### config.mk
export PLATFORM = sky130hd
export DESIGN_NAME = preemptive_priority_scheduler_unit
export DESIGN_NICKNAME = d
export VERILOG_FILES = /design/src/design/pps_pkg.sv /design/src/design/preemptive_priority_scheduler_unit.sv /design/src/design/pps_table.sv /design/src/design/pps_sel.sv
export SDC_FILE = /design/constraint.sdc
export NUM_CORES = 1
export LEC_CHECK = 0
export BUFFER_PORTS_ARGS = -buffer_cell sky130_fd_sc_hd__buf_2
export CORE_ASPECT_RATIO = 0.8
export CORE_MARGIN = 2
export CORE_UTILIZATION = 30
export DETAILED_ROUTE_END_ITERATION = 10
export GPL_TIMING_DRIVEN = 0
export MAX_ROUTING_LAYER = met4
export PLACE_DENSITY = 0.49
export SETUP_SLACK_MARGIN = 0.4
export SLEW_MARGIN = 20
export SYNTH_ARGS = -nofsm -noshare
export SYNTH_HDL_FRONTEND = slang
export SYNTH_SLANG_ARGS = --single-unit
### constraint.sdc
create_clock -name clk_i -period 7.8 [get_ports clk_i]
set_input_delay 1.56 -clock clk_i [delete_from_list [all_inputs] [get_ports clk_i]]
set_output_delay 1.56 -clock clk_i [all_outputs]
set_load 0.02 [all_outputs]
### src/design/pps_pkg.sv
package pps_pkg;

  // job table capacity and derived widths
  localparam int unsigned MAX_JOBS = 16;
  localparam int unsigned IDX_W    = (MAX_JOBS > 1) ? $clog2(MAX_JOBS) : 1;
  localparam int unsigned CNT_W    = $clog2(MAX_JOBS + 1);

  localparam int unsigned TIME_W   = 16;
  localparam int unsigned BURST_W  = 12;
  localparam int unsigned PRIO_W   = 8;
  localparam int unsigned RUN_W    = 4;

  // operation codes
  localparam logic OP_LOAD = 1'b0;
  localparam logic OP_TICK = 1'b1;

  typedef struct packed {
    logic               op;
    logic [TIME_W-1:0]  arrival;
    logic [BURST_W-1:0] burst;
    logic [PRIO_W-1:0]  priority_req;
  } in_t;

  typedef struct packed {
    logic [RUN_W-1:0]  run_id;
    logic              idle;
    logic              first_run;
    logic [TIME_W-1:0] response_time;
    logic              done_res;
    logic [TIME_W-1:0] completion_time;
    logic [TIME_W-1:0] turnaround;
    logic [TIME_W-1:0] waiting;
    logic              all_done;
  } out_t;

  // one job table row
  typedef struct packed {
    logic [TIME_W-1:0]  arrival;
    logic [BURST_W-1:0] burst;
    logic [PRIO_W-1:0]  prio;
    logic [BURST_W-1:0] remaining;
  } row_t;

  // control from the sequencer to the compare unit
  typedef struct packed {
    logic             clear;
    logic             valid;
    logic [IDX_W-1:0] idx;
  } sel_ctl_t;

  typedef enum logic [1:0] {
    ST_IDLE,
    ST_SCAN,
    ST_DRAIN,
    ST_FINISH
  } state_e;

endpackage

### src/design/preemptive_priority_scheduler_unit.sv
// channel | direction | handshake                 | payload
// --------+-----------+---------------------------+-----------------------------
// in      | input     | in_valid_i / in_stall_o   | in_data_i, op and job fields
// out     | output    | out_valid_o / out_stall_i | out_data_o, one per tick
//
// a load writes the job row and produces no result
// a tick reads one slot per cycle through the single read port, then runs
// a drain step and then the result; an empty table goes straight to the result
// reset clears the counters, the started flags and the sequencer, not the rows
// any item is taken while the sequencer is idle, even with a result held;
// a tick then waits in its last step until the stalled result has left
module preemptive_priority_scheduler_unit
  import pps_pkg::*;
(
  input  logic clk_i,
  input  logic rst_ni,
  input  logic in_valid_i,
  output logic in_stall_o,
  input  in_t  in_data_i,
  output logic out_valid_o,
  input  logic out_stall_i,
  output out_t out_data_o
);

  state_e state_q, state_d;

  // scan counter and the slot whose read data is on the table output
  logic [IDX_W-1:0] cnt_q, cnt_d;
  logic             rd_vld_q;
  logic [IDX_W-1:0] rd_idx_q;

  logic [CNT_W-1:0]  job_count_q, job_count_d;
  logic [CNT_W-1:0]  fin_q, fin_d;
  logic [TIME_W-1:0] time_q, time_d;
  logic [MAX_JOBS-1:0] started_q, started_d;

  logic out_valid_q, out_valid_d;
  out_t out_q, out_d;

  // job table port signals
  logic             wr_en;
  logic [IDX_W-1:0] wr_addr;
  row_t             wr_data;
  logic             rd_en;
  row_t             rd_data;

  // compare unit
  sel_ctl_t         sel_ctl;
  logic             found;
  logic [IDX_W-1:0] best_idx;
  row_t             best_row;

  // arithmetic on the chosen job
  logic [BURST_W-1:0] rem_new;
  logic [TIME_W-1:0]  resp;
  logic [TIME_W-1:0]  ct;
  logic [TIME_W-1:0]  ta;
  logic [TIME_W-1:0]  wt;
  logic               in_acc;
  logic               out_blocked;

  assign in_acc      = in_valid_i && !in_stall_o;
  assign in_stall_o  = (state_q != ST_IDLE);
  assign out_blocked = out_valid_q && out_stall_i;

  assign rem_new = best_row.remaining - BURST_W'(1);
  assign resp    = time_q - best_row.arrival;
  assign ct      = time_q + TIME_W'(1);
  assign ta      = ct - best_row.arrival;
  assign wt      = ta - TIME_W'(best_row.burst);

  pps_table u_table (
    .clk_i     (clk_i),
    .wr_en_i   (wr_en),
    .wr_addr_i (wr_addr),
    .wr_data_i (wr_data),
    .rd_en_i   (rd_en),
    .rd_addr_i (cnt_q),
    .rd_data_o (rd_data)
  );

  pps_sel u_sel (
    .clk_i      (clk_i),
    .rst_ni     (rst_ni),
    .ctl_i      (sel_ctl),
    .row_i      (rd_data),
    .now_i      (time_q),
    .found_o    (found),
    .best_idx_o (best_idx),
    .best_row_o (best_row)
  );

  always_comb begin
    state_d     = state_q;
    cnt_d       = cnt_q;
    job_count_d = job_count_q;
    fin_d       = fin_q;
    time_d      = time_q;
    started_d   = started_q;
    out_valid_d = out_blocked;
    out_d       = out_q;
    wr_en       = 1'b0;
    wr_addr     = best_idx;
    wr_data     = best_row;
    rd_en       = 1'b0;
    sel_ctl.clear = 1'b0;
    sel_ctl.valid = rd_vld_q;
    sel_ctl.idx   = rd_idx_q;

    case (state_q)
      ST_IDLE: begin
        if (in_acc) begin
          if (in_data_i.op == OP_LOAD) begin
            // loads past capacity are dropped
            if (job_count_q < CNT_W'(MAX_JOBS)) begin
              wr_en             = 1'b1;
              wr_addr           = job_count_q[IDX_W-1:0];
              wr_data.arrival   = in_data_i.arrival;
              wr_data.burst     = in_data_i.burst;
              wr_data.prio      = in_data_i.priority_req;
              wr_data.remaining = in_data_i.burst;
              started_d[job_count_q[IDX_W-1:0]] = 1'b0;
              job_count_d = job_count_q + CNT_W'(1);
              // a zero-length job counts as finished right away
              if (in_data_i.burst == '0) begin
                fin_d = fin_q + CNT_W'(1);
              end
            end
          end else begin
            sel_ctl.clear = 1'b1;
            cnt_d         = '0;
            state_d       = (job_count_q == '0) ? ST_FINISH : ST_SCAN;
          end
        end
      end

      ST_SCAN: begin
        // one slot read per cycle, compared in the cycle after
        rd_en = 1'b1;
        cnt_d = cnt_q + IDX_W'(1);
        if (CNT_W'(cnt_q) == job_count_q - CNT_W'(1)) begin
          state_d = ST_DRAIN;
        end
      end

      ST_DRAIN: begin
        // last slot is in the compare unit this cycle
        state_d = ST_FINISH;
      end

      ST_FINISH: begin
        if (!out_blocked) begin
          out_valid_d  = 1'b1;
          out_d        = '0;
          out_d.idle   = !found;
          if (found) begin
            out_d.run_id = RUN_W'(best_idx);
            if (!started_q[best_idx]) begin
              out_d.first_run     = 1'b1;
              out_d.response_time = resp;
            end
            started_d[best_idx] = 1'b1;
            // write back the decremented remaining time
            wr_en             = 1'b1;
            wr_addr           = best_idx;
            wr_data           = best_row;
            wr_data.remaining = rem_new;
            if (rem_new == '0) begin
              out_d.done_res        = 1'b1;
              out_d.completion_time = ct;
              out_d.turnaround      = ta;
              out_d.waiting         = wt;
              fin_d                 = fin_q + CNT_W'(1);
            end
          end
          out_d.all_done = (fin_d == job_count_q);
          time_d  = ct;
          state_d = ST_IDLE;
        end
      end

      default: begin
        state_d = ST_IDLE;
      end
    endcase
  end

  always_ff @(posedge clk_i or negedge rst_ni) begin
    if (!rst_ni) begin
      state_q <= ST_IDLE;
    end else begin
      state_q <= state_d;
    end
  end

  always_ff @(posedge clk_i or negedge rst_ni) begin
    if (!rst_ni) begin
      cnt_q       <= '0;
      rd_vld_q    <= 1'b0;
      job_count_q <= '0;
      fin_q       <= '0;
      time_q      <= '0;
      started_q   <= '0;
      out_valid_q <= 1'b0;
    end else begin
      cnt_q       <= cnt_d;
      rd_vld_q    <= rd_en;
      job_count_q <= job_count_d;
      fin_q       <= fin_d;
      time_q      <= time_d;
      started_q   <= started_d;
      out_valid_q <= out_valid_d;
    end
  end

  always_ff @(posedge clk_i) begin
    rd_idx_q <= cnt_q;
    out_q    <= out_d;
  end

  assign out_valid_o = out_valid_q;
  assign out_data_o  = out_q;

  // finished jobs never outnumber loaded ones
  a_fin_le_count: assert property (@(posedge clk_i) disable iff (!rst_ni)
    fin_q <= job_count_q)
    else $error("finished count exceeds job count");

  a_count_cap: assert property (@(posedge clk_i) disable iff (!rst_ni)
    job_count_q <= CNT_W'(MAX_JOBS))
    else $error("job count beyond capacity");

  // a scan only runs over a non-empty table
  a_scan_nonempty: assert property (@(posedge clk_i) disable iff (!rst_ni)
    (state_q == ST_SCAN) |-> (job_count_q != '0))
    else $error("scan with empty table");

  // an idle tick reports nothing about a job
  a_idle_clean: assert property (@(posedge clk_i) disable iff (!rst_ni)
    (out_valid_q && out_q.idle) |-> (!out_q.first_run && !out_q.done_res))
    else $error("idle tick carries job flags");

  // the time advances exactly when a result is produced
  a_time_step: assert property (@(posedge clk_i) disable iff (!rst_ni)
    (state_q == ST_FINISH && !out_blocked) |=> (time_q == $past(time_q) + TIME_W'(1)))
    else $error("time did not advance on tick");

endmodule

### src/design/pps_table.sv
module pps_table
  import pps_pkg::*;
(
  input  logic             clk_i,
  input  logic             wr_en_i,
  input  logic [IDX_W-1:0] wr_addr_i,
  input  row_t             wr_data_i,
  input  logic             rd_en_i,
  input  logic [IDX_W-1:0] rd_addr_i,
  output row_t             rd_data_o
);

  row_t mem [MAX_JOBS];
  row_t rd_data_q;

  always_ff @(posedge clk_i) begin
    if (wr_en_i) begin
      mem[wr_addr_i] <= wr_data_i;
    end
  end

  always_ff @(posedge clk_i) begin
    if (rd_en_i) begin
      rd_data_q <= mem[rd_addr_i];
    end
  end

  assign rd_data_o = rd_data_q;

endmodule

### src/design/pps_sel.sv
module pps_sel
  import pps_pkg::*;
(
  input  logic              clk_i,
  input  logic              rst_ni,
  input  sel_ctl_t          ctl_i,
  input  row_t              row_i,
  input  logic [TIME_W-1:0] now_i,
  output logic              found_o,
  output logic [IDX_W-1:0]  best_idx_o,
  output row_t              best_row_o
);

  logic             found_q;
  logic [IDX_W-1:0] best_idx_q;
  row_t             best_row_q;
  logic             ready;
  logic             take;

  // arrived and not yet finished
  assign ready = (row_i.arrival <= now_i) && (row_i.remaining != '0);
  // strict compare keeps the lowest id on equal priority
  assign take  = ctl_i.valid && ready && (!found_q || (row_i.prio < best_row_q.prio));

  always_ff @(posedge clk_i or negedge rst_ni) begin
    if (!rst_ni) begin
      found_q <= 1'b0;
    end else if (ctl_i.clear) begin
      found_q <= 1'b0;
    end else if (take) begin
      found_q <= 1'b1;
    end
  end

  always_ff @(posedge clk_i) begin
    if (!ctl_i.clear && take) begin
      best_idx_q <= ctl_i.idx;
      best_row_q <= row_i;
    end
  end

  assign found_o    = found_q;
  assign best_idx_o = best_idx_q;
  assign best_row_o = best_row_q;

endmodule
==> results_dict.tcl <==
set metrics [dict create \
    seqPwrFrac 0.391 \
    power.density_nw_per_um2 417 \
    ios 115 \
    clkSinkCount 995 \
    drt_iter0_drc 2779 \
    post_drt_wl_per_cell_um 26.1 \
    synth_top_area_cell "edfxtp_1" \
    drv_slew 0 \
    cts_resized 0 \
    dp_cells 4586 \
    p_comb_frac 0.365 \
    end_kind "flip-flop" \
    reg2regPathDepth 16 \
    synth_top_area_share 0.678 \
    hold_class "flip-flop to flip-flop" \
    avgViaCountPerCell 5.08 \
    power_frac_clock 0.245 \
    yosysWarnings 0 \
    final_cells 4780 \
    cts_hold_buf 0 \
    ir_drop_v 0.000209 \
    drtPass1Iterations 5 \
    nNetsFinal 2952 \
    die_area_sq_um 142000 \
    grt_pass1_wl_um 176000 \
    drc_errors 0 \
    relSlewSlack 0.227 \
    synth_cell_type_count 70 \
    cap_violations 0 \
    path_class "flip-flop to flip-flop" \
    syn_area_sq_um 41600 \
    avgSynthCellArea_sq_um 16.3 \
    tightest_slew_ps 1160 \
    dp_hpwl_um 88800 \
    min_period_ps 4880 \
    worst_ep_required_time_ps 8230 \
    grt_max_degree 53 \
    swShare 0.367 \
    clock-skew-final_ps 37.4 \
    met3WireLength_um 9710 \
    fp.dieH_um 337 \
    net-switching-power_w 0.00754 \
    grt-ovfl-total 0 \
    seq_area_frac_synth 0.711 \
    syn_to_final_growth_pct 18.5 \
    drive_above_1_share 0.182 \
    cts_max_path_buffers 3 \
    via_count 24300 \
    synthFlopType "edfxtp_1" \
    rr_startpoint "time_q[0]" \
    start_kind "flip-flop" \
    rows 122 \
    clk_pin_slew_ps 70 \
    syn-instance-count 2555 \
    core_sq_um 138000 \
    hold_viol 0 \
    cts_buffers 102 \
    r2r_setup_slack_ps 2920 \
    grt_usage 0.180 \
    r2r_end "out_data_o[16]" \
    root_buffer "clkbuf_16" \
    p_leak_nw 16.9 \
    cp.arrival_ps 5310 \
    die_x_um 420 \
    m1WireLength_um 58400 \
    clkLatencyLatePin_ps 710 \
    cts_tree "built" \
    p_int_w 0.0130 \
    synth-edff-count 940 \
    yosysMostFrequentCell "edfxtp_1" \
    synthArstFlopShare 0.0513 \
    routed_wl_um 125000 \
    antenna_found_initial 9 \
    outcome "finished, final reports clean" \
    postRouteAntennaNets 0 \
    ys_top_cells_by_count "edfxtp_1, mux2i_1, o21ai_0" \
    synth_seq_cells 995 \
    critPathMaxFanout 6 \
    grt_pass1_vias 23700 \
    dr_wl_met2_um 53000 \
    rsz0062_at_grt "no" \
    clock.fmax_mhz 205 \
    min_period_over_period 0.626 \
    start_util 0.302 \
    finalCoreUtilization 0.357 \
    endpoint "out_data_o[16]" \
    port_buffers 114 \
    dr.max_layer_used "met4" \
    synthesis.nets 2677 \
    yosys-top-cells-area "edfxtp_1, mux4_2, mux2i_1, dfrtp_1, ha_1" \
    h-tree-depth 3 \
    crit_start "time_q[0]" \
    postCtsSetupRepairBufs 0 \
    finalSetupViolCount 0 \
    routabilityCongestion 0.892 \
]
==> stage by stage <==
stage | worst slack, ps | total power (W) | setup TNS, ps | instance area (sq um) | hold WS, ps
2_1_floorplan | 1600 | 0.0127 | 0 | 41600 | 372
3_3_place_gp | -2260 | 0.0154 | -908110 | 44500 | 389
3_5_place_dp | 2750 | 0.0156 | 0 | 45900 | 389
4_1_cts | 2910 | 0.0206 | 0 | 49300 | 404
5_1_grt | 2390 | 0.0216 | 0 | 49300 | 413
6_report | 2920 | 0.0206 | 0 | 49300 | 405
==> critical path, stage by stage (launching register included) <==
cell       delay (ps)
dfrtp_1           460
ha_1              260
nand3_1           180
nor4_1            570
and3_1            300
xnor2_1           140
ha_1              420
nand4_1           140
o311ai_0          360
xnor2_1           210
ha_1              320
and2_1            190
a22o_1            190
a311oi_1          390
o2111ai_1         200
nor3_1            190
nor3b_1            70
==> power by group through the flow <==
stage               logic [W]  registers [W]  clock network (W)
floorplan             0.00459        0.00813                  0
global placement      0.00723        0.00822                  0
detailed placement    0.00744        0.00813                  0
CTS                   0.00746        0.00802            0.00513
global route          0.00815        0.00808            0.00534
finish                0.00749        0.00803            0.00503
==> layout make-up <==
class	instances	area [sq um]
diodes	3	7.51
plain buffers	121	505
clock buffers	127	2750
inverters	75	282
flip-flops and latches	995	29600
repair buffers	171	1770
fillers	13100	88700
multi-input cells	1364	11400
well taps	1860	2330
clock inverters	64	674
==> layer usage <==
layer	global-route usage	vias to the layer above
met5	-	-
met4	0.0522	0
met3	0.0449	195
met2	0.252	901
met1	0.257	12500
li1	-	10700
==> worst min path at each step <==
stage | start | endpoint | depth (start not counted)
after CTS | rd_idx_q[0] | u_sel.best_idx_o[0] | 0
after floorplan | cnt_q[0] | rd_idx_q[0] | 0
final | rd_idx_q[0] | u_sel.best_idx_o[0] | 0
after global placement | rd_idx_q[3] | u_sel.best_idx_o[3] | 0
after global routing | rd_idx_q[0] | u_sel.best_idx_o[0] | 0
after detailed placement | rd_idx_q[0] | u_sel.best_idx_o[0] | 0
==> sequential cells by signal (all words and copies together), names as in the netlist <==
signal	flops
u_sel.best_idx_o	4
u_table.rd_data_o	48
state_q	2
cnt_q	4
job_count_q	5
rd_vld_q	1
rd_idx_q	4
out_valid_o	1
u_table.mem	768
started_q	16
fin_q	5
out_data_o	72
u_sel.found_o	1
u_sel.best_row_o	48
time_q	16
==> cells in the final DEF, fill, tap and decap left out, types with 24 or more instances in the layout <==
| cell | n |
|---|---|
| a22o_1 | 37 |
| a22oi_1 | 52 |
| xnor2_1 | 55 |
| edfxtp_1 | 940 |
| inv_1 | 75 |
| dfrtp_1 | 51 |
| clkbuf_16 | 107 |
| nand2_1 | 121 |
| a21oi_1 | 97 |
| buf_12 | 24 |
| mux2i_1 | 148 |
| mux4_2 | 98 |
| mux2_2 | 49 |
| nor2_1 | 91 |
| a221oi_1 | 51 |
| buf_2 | 132 |
| ha_1 | 77 |
| o21ai_0 | 136 |
| nand3_1 | 24 |
| clkbuf_1 | 98 |
| and2_1 | 27 |
| nor3_1 | 36 |
==> logic make-up (layout without fill, tap and decap cells) <==
| logic type | Yosys count | after routing | share of synthesized area |
|---|---|---|---|
| AOI/OAI and AO/OA | 481 | 481 | 0.0761 |
| xor gates and xnor gates | 77 | 77 | 0.0162 |
| adders and majority gates | 81 | 81 | 0.0249 |
| buffers and inverters | 196 | 558 | 0.0184 |
| DFF | 995 | 995 | 0.711 |
| muxes | 298 | 298 | 0.104 |
| other | 0 | 3 | 0 |
| and+or+nand+nor | 427 | 427 | 0.0500 |
(Power assumes the default switching activity.)
